### config.mk
export PLATFORM = sky130hd
export DESIGN_NAME = two_level_priority_task_queue_unit
export DESIGN_NICKNAME = d
export VERILOG_FILES = /design/src/hdl/tlpq_pkg.sv /design/src/hdl/tlpq_ram.sv /design/src/hdl/tlpq_ctrl.sv /design/src/hdl/tlpq_dp.sv /design/src/hdl/two_level_priority_task_queue_unit.sv
export SDC_FILE = /design/constraint.sdc
export NUM_CORES = 1
export LEC_CHECK = 0
export ABC_AREA = 1
export BUFFER_PORTS_ARGS = -buffer_cell sky130_fd_sc_hd__buf_2
export CELL_PAD_IN_SITES_DETAIL_PLACEMENT = 0
export CELL_PAD_IN_SITES_GLOBAL_PLACEMENT = 1
export CORE_AREA = 3 3 323 325
export DETAILED_ROUTE_END_ITERATION = 7
export DIE_AREA = 0 0 326 328
export PLACE_DENSITY = 0.74
export SETUP_SLACK_MARGIN = 0.1
export SKIP_CTS_REPAIR_TIMING = 1
export SKIP_LAST_GASP = 1
export SYNTH_ARGS = -nofsm -noshare
export SYNTH_HDL_FRONTEND = slang
export SYNTH_SLANG_ARGS = --single-unit
### constraint.sdc
create_clock -name clk_i -period 3.3 [get_ports clk_i]
set_input_delay 0.66 -clock clk_i [delete_from_list [all_inputs] [get_ports clk_i]]
set_output_delay 0.66 -clock clk_i [all_outputs]
set_load 0.005 [all_outputs]
### src/hdl/tlpq_pkg.sv
// Shared types and constants of the two-level priority task queue.
package tlpq_pkg;

  // Default sizes, handed to the top-level parameters.
  localparam int unsigned CLASS_DEPTH_DEF = 32;
  localparam int unsigned ID_BITS_DEF     = 16;

  // Fixed widths of the beat fields.
  localparam int unsigned TASK_ID_W = 16;
  localparam int unsigned STATUS_W  = 2;
  localparam int unsigned REMAIN_W  = 7;

  // Command codes of an input beat.
  localparam logic CMD_INSERT = 1'b0;
  localparam logic CMD_REMOVE = 1'b1;

  // Result status codes.
  typedef enum logic [STATUS_W-1:0] {
    ST_OK    = 2'd0,
    ST_EMPTY = 2'd1,
    ST_FULL  = 2'd2
  } status_e;

  // Commands from the controller to the datapath.
  typedef struct packed {
    logic accept;    // Take the input beat and update the rings.
    logic load_out;  // Move the finished result into the output register.
  } ctl_cmd_t;

endpackage

### src/hdl/tlpq_ram.sv
// Generic single-write, single-read RAM with registered read data.
module tlpq_ram #(
  parameter int unsigned WIDTH = 16,
  parameter int unsigned DEPTH = 32
) (
  input  logic                     clk_i,
  input  logic                     wr_en_i,
  input  logic [$clog2(DEPTH)-1:0] wr_addr_i,
  input  logic [WIDTH-1:0]         wr_data_i,
  input  logic                     rd_en_i,
  input  logic [$clog2(DEPTH)-1:0] rd_addr_i,
  output logic [WIDTH-1:0]         rd_data_o
);

  logic [WIDTH-1:0] mem_q [DEPTH];
  logic [WIDTH-1:0] rd_data_q;

  always_ff @(posedge clk_i) begin
    if (wr_en_i) begin
      mem_q[wr_addr_i] <= wr_data_i;
    end
    if (rd_en_i) begin
      rd_data_q <= mem_q[rd_addr_i];
    end
  end

  assign rd_data_o = rd_data_q;

endmodule

### src/hdl/tlpq_ctrl.sv
// Controller state machine of the two-level priority task queue.
module tlpq_ctrl (
  input  logic                clk_i,
  input  logic                rst_ni,
  input  logic                in_valid_i,
  output logic                in_stall_o,
  output logic                out_valid_o,
  input  logic                out_stall_i,
  output tlpq_pkg::ctl_cmd_t  ctl_o
);

  typedef enum logic [1:0] {
    S_IDLE = 2'b01,
    S_BUSY = 2'b10
  } state_e;

  state_e state_q, state_d;
  logic   out_valid_q, out_valid_d;
  logic   load_out;
  logic   accept;

  // A result in flight may move on when the output register is empty or drains.
  assign load_out = (state_q == S_BUSY) && (!out_valid_q || !out_stall_i);
  assign accept   = in_valid_i && ((state_q == S_IDLE) || load_out);

  always_comb begin
    state_d = state_q;
    case (state_q)
      S_IDLE: begin
        if (accept) begin
          state_d = S_BUSY;
        end
      end
      S_BUSY: begin
        if (load_out && !accept) begin
          state_d = S_IDLE;
        end
      end
      default: begin
        state_d = S_IDLE;
      end
    endcase
  end

  always_comb begin
    if (load_out) begin
      out_valid_d = 1'b1;
    end else begin
      out_valid_d = out_valid_q && out_stall_i;
    end
  end

  always_ff @(posedge clk_i or negedge rst_ni) begin
    if (!rst_ni) begin
      state_q     <= S_IDLE;
      out_valid_q <= 1'b0;
    end else begin
      state_q     <= state_d;
      out_valid_q <= out_valid_d;
    end
  end

  assign in_stall_o     = !((state_q == S_IDLE) || load_out);
  assign out_valid_o    = out_valid_q;
  assign ctl_o.accept   = accept;
  assign ctl_o.load_out = load_out;

endmodule

### src/hdl/tlpq_dp.sv
// Datapath of the two-level priority task queue: rings, pointers and result registers.
module tlpq_dp #(
  parameter int unsigned CLASS_DEPTH = tlpq_pkg::CLASS_DEPTH_DEF,
  parameter int unsigned ID_BITS     = tlpq_pkg::ID_BITS_DEF
) (
  input  logic                              clk_i,
  input  logic                              rst_ni,
  input  tlpq_pkg::ctl_cmd_t                ctl_i,
  input  logic                              cmd_i,
  input  logic [tlpq_pkg::TASK_ID_W-1:0]    task_id_i,
  input  logic                              high_priority_i,
  output logic [tlpq_pkg::STATUS_W-1:0]     status_o,
  output logic [tlpq_pkg::TASK_ID_W-1:0]    done_id_o,
  output logic [tlpq_pkg::REMAIN_W-1:0]     remaining_o
);

  localparam int unsigned AW = $clog2(CLASS_DEPTH);
  localparam int unsigned CW = $clog2(CLASS_DEPTH + 1);
  localparam int unsigned SW = AW + 1;
  localparam int unsigned TW = CW + 1;

  logic [AW-1:0] hi_head_q, hi_head_d, lo_head_q, lo_head_d;
  logic [CW-1:0] hi_cnt_q, hi_cnt_d, lo_cnt_q, lo_cnt_d;

  logic          push_hi, push_lo, pop_hi, pop_lo;
  logic          is_remove;
  logic [SW-1:0] hi_sum, lo_sum;
  logic [AW-1:0] hi_wr_addr, lo_wr_addr;
  logic [ID_BITS-1:0] wr_data, hi_rd_data, lo_rd_data;
  logic [TW-1:0] total_d;
  tlpq_pkg::status_e item_status;

  // Result of the item in flight, registered at acceptance together with the ring read data.
  tlpq_pkg::status_e                work_status_q;
  logic [tlpq_pkg::REMAIN_W-1:0]    work_remain_q;
  logic                             work_from_ram_q;
  logic                             work_from_hi_q;

  tlpq_pkg::status_e                out_status_q;
  logic [tlpq_pkg::TASK_ID_W-1:0]   out_done_q;
  logic [tlpq_pkg::REMAIN_W-1:0]    out_remain_q;
  logic [tlpq_pkg::TASK_ID_W-1:0]   done_sel;

  function automatic logic [AW-1:0] next_head(input logic [AW-1:0] head);
    if (head == AW'(CLASS_DEPTH - 1)) begin
      return '0;
    end else begin
      return head + AW'(1);
    end
  endfunction

  assign is_remove = (cmd_i == tlpq_pkg::CMD_REMOVE);

  assign push_hi = !is_remove && high_priority_i && (hi_cnt_q != CW'(CLASS_DEPTH));
  assign push_lo = !is_remove && !high_priority_i && (lo_cnt_q != CW'(CLASS_DEPTH));
  assign pop_hi  = is_remove && (hi_cnt_q != '0);
  assign pop_lo  = is_remove && (hi_cnt_q == '0) && (lo_cnt_q != '0);

  // Tail position is head plus count, folded back once into the ring.
  assign hi_sum     = SW'(hi_head_q) + SW'(hi_cnt_q);
  assign lo_sum     = SW'(lo_head_q) + SW'(lo_cnt_q);
  assign hi_wr_addr = AW'((hi_sum >= SW'(CLASS_DEPTH)) ? hi_sum - SW'(CLASS_DEPTH) : hi_sum);
  assign lo_wr_addr = AW'((lo_sum >= SW'(CLASS_DEPTH)) ? lo_sum - SW'(CLASS_DEPTH) : lo_sum);
  assign wr_data    = ID_BITS'(task_id_i);

  always_comb begin
    hi_head_d = hi_head_q;
    lo_head_d = lo_head_q;
    hi_cnt_d  = hi_cnt_q;
    lo_cnt_d  = lo_cnt_q;
    if (push_hi) begin
      hi_cnt_d = hi_cnt_q + CW'(1);
    end
    if (push_lo) begin
      lo_cnt_d = lo_cnt_q + CW'(1);
    end
    if (pop_hi) begin
      hi_cnt_d  = hi_cnt_q - CW'(1);
      hi_head_d = next_head(hi_head_q);
    end
    if (pop_lo) begin
      lo_cnt_d  = lo_cnt_q - CW'(1);
      lo_head_d = next_head(lo_head_q);
    end
  end

  always_comb begin
    item_status = tlpq_pkg::ST_OK;
    if (is_remove) begin
      if (!pop_hi && !pop_lo) begin
        item_status = tlpq_pkg::ST_EMPTY;
      end
    end else if (!push_hi && !push_lo) begin
      item_status = tlpq_pkg::ST_FULL;
    end
  end

  assign total_d = TW'(hi_cnt_d) + TW'(lo_cnt_d);

  always_ff @(posedge clk_i or negedge rst_ni) begin
    if (!rst_ni) begin
      hi_head_q <= '0;
      lo_head_q <= '0;
      hi_cnt_q  <= '0;
      lo_cnt_q  <= '0;
    end else if (ctl_i.accept) begin
      hi_head_q <= hi_head_d;
      lo_head_q <= lo_head_d;
      hi_cnt_q  <= hi_cnt_d;
      lo_cnt_q  <= lo_cnt_d;
    end
  end

  always_ff @(posedge clk_i) begin
    if (ctl_i.accept) begin
      work_status_q   <= item_status;
      work_remain_q   <= tlpq_pkg::REMAIN_W'(total_d);
      work_from_ram_q <= pop_hi || pop_lo;
      work_from_hi_q  <= pop_hi;
    end
  end

  tlpq_ram #(
    .WIDTH(ID_BITS),
    .DEPTH(CLASS_DEPTH)
  ) u_hi_ring (
    .clk_i     (clk_i),
    .wr_en_i   (ctl_i.accept && push_hi),
    .wr_addr_i (hi_wr_addr),
    .wr_data_i (wr_data),
    .rd_en_i   (ctl_i.accept && pop_hi),
    .rd_addr_i (hi_head_q),
    .rd_data_o (hi_rd_data)
  );

  tlpq_ram #(
    .WIDTH(ID_BITS),
    .DEPTH(CLASS_DEPTH)
  ) u_lo_ring (
    .clk_i     (clk_i),
    .wr_en_i   (ctl_i.accept && push_lo),
    .wr_addr_i (lo_wr_addr),
    .wr_data_i (wr_data),
    .rd_en_i   (ctl_i.accept && pop_lo),
    .rd_addr_i (lo_head_q),
    .rd_data_o (lo_rd_data)
  );

  always_comb begin
    done_sel = '0;
    if (work_from_ram_q) begin
      done_sel = work_from_hi_q ? tlpq_pkg::TASK_ID_W'(hi_rd_data)
                                : tlpq_pkg::TASK_ID_W'(lo_rd_data);
    end
  end

  always_ff @(posedge clk_i) begin
    if (ctl_i.load_out) begin
      out_status_q <= work_status_q;
      out_done_q   <= done_sel;
      out_remain_q <= work_remain_q;
    end
  end

  assign status_o    = out_status_q;
  assign done_id_o   = out_done_q;
  assign remaining_o = out_remain_q;

endmodule

### src/hdl/two_level_priority_task_queue_unit.sv
// Top level of the two-level priority task queue: controller plus datapath.
//
//   channel  direction  handshake                 fields
//   in       input      in_valid_i / in_stall_o   cmd_i, task_id_i, high_priority_i
//   out      output     out_valid_o / out_stall_i status_o, done_id_o, remaining_o
//
// Every accepted input beat gives exactly one output beat, in order. Its result
// is first registered beside the task number of a remove, which comes out of the
// registered read port of the ring RAM, and then moves into the output register
// when that register is empty or drains.
// A new beat is taken in the same cycle as the previous result moves out, so the
// queue sustains one beat per cycle while the output side keeps draining.
// Reset clears both ring pointers and counts at once; ring contents need no
// clearing, since an entry is only read after it has been written.
// When the output is stalled with a result waiting, one more beat is held in
// flight and then in_stall_o rises until the output register frees.
module two_level_priority_task_queue_unit #(
  parameter int unsigned CLASS_DEPTH = tlpq_pkg::CLASS_DEPTH_DEF,
  parameter int unsigned ID_BITS     = tlpq_pkg::ID_BITS_DEF
) (
  input  logic                              clk_i,
  input  logic                              rst_ni,
  input  logic                              in_valid_i,
  output logic                              in_stall_o,
  input  logic                              cmd_i,
  input  logic [tlpq_pkg::TASK_ID_W-1:0]    task_id_i,
  input  logic                              high_priority_i,
  output logic                              out_valid_o,
  input  logic                              out_stall_i,
  output logic [tlpq_pkg::STATUS_W-1:0]     status_o,
  output logic [tlpq_pkg::TASK_ID_W-1:0]    done_id_o,
  output logic [tlpq_pkg::REMAIN_W-1:0]     remaining_o
);

  // Command bundle from the controller: take a beat, and release a result.
  tlpq_pkg::ctl_cmd_t ctl;

  // The controller owns the handshakes and the output valid flag.
  tlpq_ctrl u_ctrl (
    .clk_i       (clk_i),
    .rst_ni      (rst_ni),
    .in_valid_i  (in_valid_i),
    .in_stall_o  (in_stall_o),
    .out_valid_o (out_valid_o),
    .out_stall_i (out_stall_i),
    .ctl_o       (ctl)
  );

  // The datapath keeps the two rings with their heads and counts, and forms
  // the status, removed task number and remaining count of each beat.
  tlpq_dp #(
    .CLASS_DEPTH(CLASS_DEPTH),
    .ID_BITS    (ID_BITS)
  ) u_dp (
    .clk_i           (clk_i),
    .rst_ni          (rst_ni),
    .ctl_i           (ctl),
    .cmd_i           (cmd_i),
    .task_id_i       (task_id_i),
    .high_priority_i (high_priority_i),
    .status_o        (status_o),
    .done_id_o       (done_id_o),
    .remaining_o     (remaining_o)
  );

endmodule
======== After elaboration in Yosys (flattened, before gate mapping) ========
Memories as Yosys holds them, arrays and structs flattened. A register that Yosys moved wholly into a read port is not among the register bits.
Cells that the tools add are included.
Widths: inputs -> output; s select.
storage, ports and cells
  memories ................................ 2
  memory bits (writable) .................. 1024
  register bits ........................... 61
memory list
  memory                words  width  rd ports  clocked after Yosys merged registers in  wr ports  RTL line        source
  u_dp.u_hi_ring.mem_q  32     16     1         1                                        1         tlpq_ram.sv:15  logic [WIDTH-1:0] mem_q [DEPTH];
  u_dp.u_lo_ring.mem_q  32     16     1         1                                        1         tlpq_ram.sv:15
cells by class
  equal/unequal tests ..................... 8
  reductions and logical operators ........ 36
  add/sub/neg operators ................... 11
  order comparisons ....................... 2
  mux-type cells .......................... 20
operators by type and width
  cell                 count
  $mux 6               4
  $mux 5               4
  $logic_and 1x1->1    17
  $mux 16              1
  $add 5x6->6          2
  $add 6x1->6 const B  2
  $ge 6x6->1 const B   2
  $ne 6x6->1 const B   2
  $reduce_bool 6->1    2
  $sub 6x1->6 const B  2
  $add 5x1->5 const B  2
  $eq 5x5->1 const B   2
  $logic_not 1->1      10
  $sub 5x1->5 const B  2
  $mux 2               4
  $add 6x6->7          1
  $logic_not 6->1      1
  $mux 1               6
  $reduce_and 2->1     3
  $pmux 2 s2           1
  $logic_or 1x1->1     3
  $eq 2x1->1 const B   1
  $eq 2x2->1 const B   1
  $ne 2x1->1 const B   1
  $ne 2x2->1 const B   1

======== Logic depth before layout (Yosys ltp) ========
  depth in word-level cells ............... 9
  mapped depth ............................ 16

======== Hierarchy ========
Synthesis repeated with hierarchy kept, for this count alone.
second synthesis, totals
  cells, all modules ...................... 4033
  area, all modules ....................... 46792.4 sq um
modules (own cells, without submodules)
  module     times used  seq. area each (sq um)  cells each  area each (sq um)
  tlpq_ram   2           15855.2                 1794        21461.8
  tlpq_dp    1           1631.6                  421         3696.0
  tlpq_ctrl  1           76.3                    24          172.7

======== Least setup slack after synthesis ========
No wires, ideal clock.
  path type ............................... input-to-reg
  start ................................... input port out_stall_i
  end ..................................... memory u_dp.u_lo_ring.mem_q[12][0], enable pin
  library setup time ...................... 0.388 ns
  stages on the path ...................... 7
  setup slack ............................. 0.143 ns
  path buffers ............................ 0
  arrival time ............................ 2.768 ns
  path through ............................ nand2_1 -> nand2_1 -> inv_1 -> o21ai_2 -> nor2_1 -> nand3_1 -> nor2_1
on the way
  word-level cells in the longest chain between the ends .. 8
RTL lines
  what                          RTL line                                  source
  from (decl)                   two_level_priority_task_queue_unit.sv:29  input logic out_stall_i,
  $logic_not 1->1               tlpq_ctrl.sv:23                           assign load_out = (state_q == S_BUSY) && (!out_valid_q || !out_stall_i);
  $logic_or 1x1->1              tlpq_ctrl.sv:23
  $logic_and 1x1->1             tlpq_ctrl.sv:23
  named net u_ctrl.load_out     tlpq_ctrl.sv:19                           logic load_out;
  $logic_or 1x1->1              tlpq_ctrl.sv:24                           assign accept = in_valid_i && ((state_q == S_IDLE) || load_out);
  $logic_and 1x1->1             tlpq_ctrl.sv:24
  $logic_and 1x1->1             tlpq_dp.sv:141                            .wr_en_i (ctl_i.accept && push_lo),
  $mux 1                        tlpq_ram.sv:19                            if (wr_en_i) begin
  $mux 1 (not written as such)  tlpq_ram.sv:20                            mem_q[wr_addr_i] <= wr_data_i;
  to (decl)                     tlpq_ram.sv:15
The timed path passes the listed nets, and every way through them passes these cells.

======== Worst setup path after layout ========
  start ................................... register u_dp.hi_head_q[0]
  end ..................................... memory u_dp.u_hi_ring.mem_q[15][9], enable pin
on the way
  word-level cells in the longest chain between the ends .. 3
RTL lines
  what                                              RTL line        source
  from (decl)                                       tlpq_dp.sv:22   logic [AW-1:0] hi_head_q, hi_head_d, lo_head_q, lo_head_d;
  from (signal assigned)                            tlpq_dp.sv:107  hi_head_q <= hi_head_d;
  $add 5x6->6 (*)                                   tlpq_dp.sv:60   assign hi_sum = SW'(hi_head_q) + SW'(hi_cnt_q);
  $sub 5x1->5 / $ge 6x6->1 (equally long branches)  tlpq_dp.sv:62   assign hi_wr_addr = AW'((hi_sum >= SW'(CLASS_DEPTH)) ? hi_sum - SW'(CLASS_DEPTH) : hi_sum);
  $mux 5 (*)                                        tlpq_dp.sv:62
  to (decl)                                         tlpq_ram.sv:15
Mark *: on every way between the ends. The rest lies on a longest branch, timed or not.

==> summary.txt <==
Timing
  – Fmax: 337.9 MHz
  – Fin crit share: 89.68%
  – Setup_tns: 0 ns
  – Final count of hold timing violations: 0
  – Final slew viol count: 0
  – Clock Skews: 0.04463 ns
  – Unrepaired setup endpoints after global routing: no
  – Hold Slack: 0.01198 ns
  – Worst slew margin: 30.94%
  – Final setup violating endpoints: 0
  – Slew @ Worst Pin: 1.036 ns
  – Fin crit period: 2.959 ns

Power and ir drop
  – Logic pwr share: 34.4%
  – Switching share of total power: 37.73%
  – PD cells: 845.8 nW/um^2
  – VDD IR max: 0.5735 mV
  – Sequential power share: 38.2%
  – P_sw: 0.01665 W
  – Int Power: 0.02748 W
  – Leak: 19.16 nW
  – Clock network power share: 27.4%

CTS
  – Clock Sinks: 1117
  – H-tree depth: 3
  – TritonCTS buffer count: 113
  – CTS clk-pin slew, worst paths: 0.06 ns
  – Root buffer cell: clkbuf_16
  – CTS tree: built
  – Clock latency on the worst-skew pair: 0.72 ns
  – CTS Buffer Depth: 3

Global route
  – Largest net degree at the start of global routing: 175
  – Initial antenna violation count: 0
  – Global-route usage over all layers: 22.75%
  – Number of global-route vias before repair: 28.15k
  – First-pass GRT wire length: 181000 um
  – Total grt overflow: 0

Die
  – Die area: 106900 sq um
  – Core Region: 101700 sq um
  – Die width: 326 um
  – Die Span Y: 328 um
  – Site Rows: 117
  – Initial Util: 45.72%
  – Ports: 49

Logic synthesis
  – Synth async-reset ratio: 2.238%
  – Cells after synthesis: 4086
  – Ys Warns: 0
  – #FFs+latches synth: 1117
  – Syn Area/Cell: 11.39 sq um
  – Synth cell types: 34
  – Synthesized area: 46520 sq um
  – Register area share after synthesis: 71.84%
  – Synth Net Count: 4135
  – Number of enable flip-flop cells after synthesis: 1092
  – Dominant synthesized flop cell: edfxtp_1

Critical path
  – Crit Path Class: flip-flop to flip-flop
  – Crit path DAT: 3.31 ns
  – Crit Path Max Fanout: 16
  – CP peak stage delay: 0.48 ns
  – Setup crit end kind: flip-flop
  – Worst path bufs/invs: 3
  – CP Cell Sequence: ha_1, inv_1, fa_1, o21ai_0, buf_4, xnor2_1, nor2_1, nand2_1, nor2_1, buf_4
  – Critical path's slowest cell: dfrtp_4
  – Critical Path RT: 3.65 ns
  – CP delay by family, top: simple AND/OR/NAND/NOR gates
  – Critical Path Source Type: flip-flop

Layout
  – FF+latch area: 33430 sq um
  – Synth-to-Final Area Change: 12.18%
  – Share of post-route cells with drive strength above 1: 8.728%
  – Nets: 4222
  – Fill cell count: 8839
  – Multi-input gate area: 11260 sq um
  – Antenna fix cells: 0

Drt
  – First-pass detailed-route iteration total: 5
  – Via-to-Cell Ratio: 5.326
  – Routed vias: 29.99k
  – Wire length per cell: 21.77 um
  – Top sig layer: met4
  – Routed Antenna Nets: 0
  – DR WL met3: 10040 um
  – Final WL: 122600 um
  – Routed wl met2: 55910 um
  – 1st-iter DRT viols: 3210
  – DRC: 0
  – Metal-1 WL: 53600 um

Place
  – Routability cong.: 0.8189
  – Port bufs: 48
  – Dpl hpwl: 72710 um

Run status
  – Status: complete, no violations

Min path
  – HP Class: primary input to async pin

Job
  – Max-Cap Viols: 0
==> worst paths after layout <==
path	slack, ns	to	depth (start not counted)	start
min	0.01	u_dp.lo_cnt_q[1]	1	rst_ni
min reg2reg	0.42	u_dp.remaining_o[5]	0	u_dp.work_remain_q[5]
max	0.34	u_dp.u_hi_ring.mem_q[15][9]	10	u_dp.hi_head_q[0]
max reg2reg	0.34	u_dp.u_hi_ring.mem_q[15][9]	10	u_dp.hi_head_q[0]
min in group clk_i	0.20	u_ctrl.out_valid_o	3	out_stall_i
max in group asynchronous	2.75	u_dp.lo_head_q[0]	1	rst_ni
==> cell usage after synthesis (26+ instances only) <==
cell type / instances / area share, %
a21oi_1: 39 / 0.42
buf_2: 84 / 0.90
o211ai_1: 64 / 1.0
buf_1: 26 / 0.21
clkbuf_1: 83 / 0.67
o21ai_1: 30 / 0.32
inv_1: 184 / 1.5
edfxtp_1: 1092 / 70
nand3_1: 334 / 3.6
nand2_1: 993 / 8.0
o21ai_0: 357 / 3.8
nor2_1: 658 / 5.3
==> kinds of logic after synthesis <==
kind of cell / share of synthesized area, %
DFF: 71.84
and+or+nand+nor: 17.29
AOI/OAI and AO/OA: 5.683
adders and majority gates: 0.7746
buffers and inverters: 3.978
xor gates and xnor gates: 0.4330
==> cell type report <==
class                   count  area share, %
clock buffers             140          5.654
clock inverters            64          1.009
inverters                 190          1.400
multi-input cells        2552          21.57
flip-flops and latches   1117          64.07
well taps                1368          3.280
repair buffers            199          3.016
==> metal layers <==
metal  track usage [%]  vias up
li1                  -    14196
met1             33.26    14593
met2             35.08     1049
met3             4.146      148
met4             6.412        0
met5                 0        -
==> power by group through the flow <==
stage                     Combinational (W)  Sequential, W  Clock [W]
final                                0.0152         0.0169     0.0121
after global routing                 0.0170         0.0169     0.0128
after CTS                            0.0153         0.0169     0.0123
after floorplan                      0.0102         0.0169          0
after global placement               0.0151         0.0171          0
after detailed placement             0.0152         0.0171          0
==> state kept, by name, indices dropped and copies added (netlist names), 2 cells and up <==
register	flops
u_dp.done_id_o	16
u_dp.hi_cnt_q	6
u_ctrl.state_q	2
u_dp.hi_head_q	5
u_dp.status_o	2
u_dp.u_lo_ring.mem_q	512
u_dp.u_hi_ring.mem_q	512
u_dp.lo_cnt_q	6
u_dp.work_remain_q	7
u_dp.work_status_q	2
u_dp.remaining_o	7
u_dp.lo_head_q	5
u_dp.u_hi_ring.rd_data_o	16
u_dp.u_lo_ring.rd_data_o	16
==> per-stage QoR <==
stage               cell area, sq um  instances  worst slack [ns]  power [W]  utilization (%)
floorplan                      46520       4086            0.1434    0.02710                -
global placement               48700       5426            0.3637    0.03229            47.87
detailed placement             48700       5426            0.3705    0.03236            47.87
CTS                            52180       5630            0.3309    0.04441            51.29
global route                   52180       5630            0.1099    0.04675            51.29
finish                         52180       5630            0.3407    0.04414            51.29
==> placed cells by master, fill, tap and decap left out, types with 5 or more instances in the layout <==
master,instances
xor2_1,16
nand3_1,334
edfxtp_1,1092
o211ai_1,64
dfrtp_1,19
o21ai_1,31
nand3_2,5
buf_4,135
ha_1,24
a21oi_1,39
o21ai_0,356
clkbuf_16,114
buf_2,48
buf_12,16
bufinv_16,6
xnor2_1,7
nor2_1,656
clkinv_1,35
clkbuf_1,26
clkinv_2,17
nand2_1,992
inv_1,181
No activity file was read; power rests on OpenSTA's default activity.
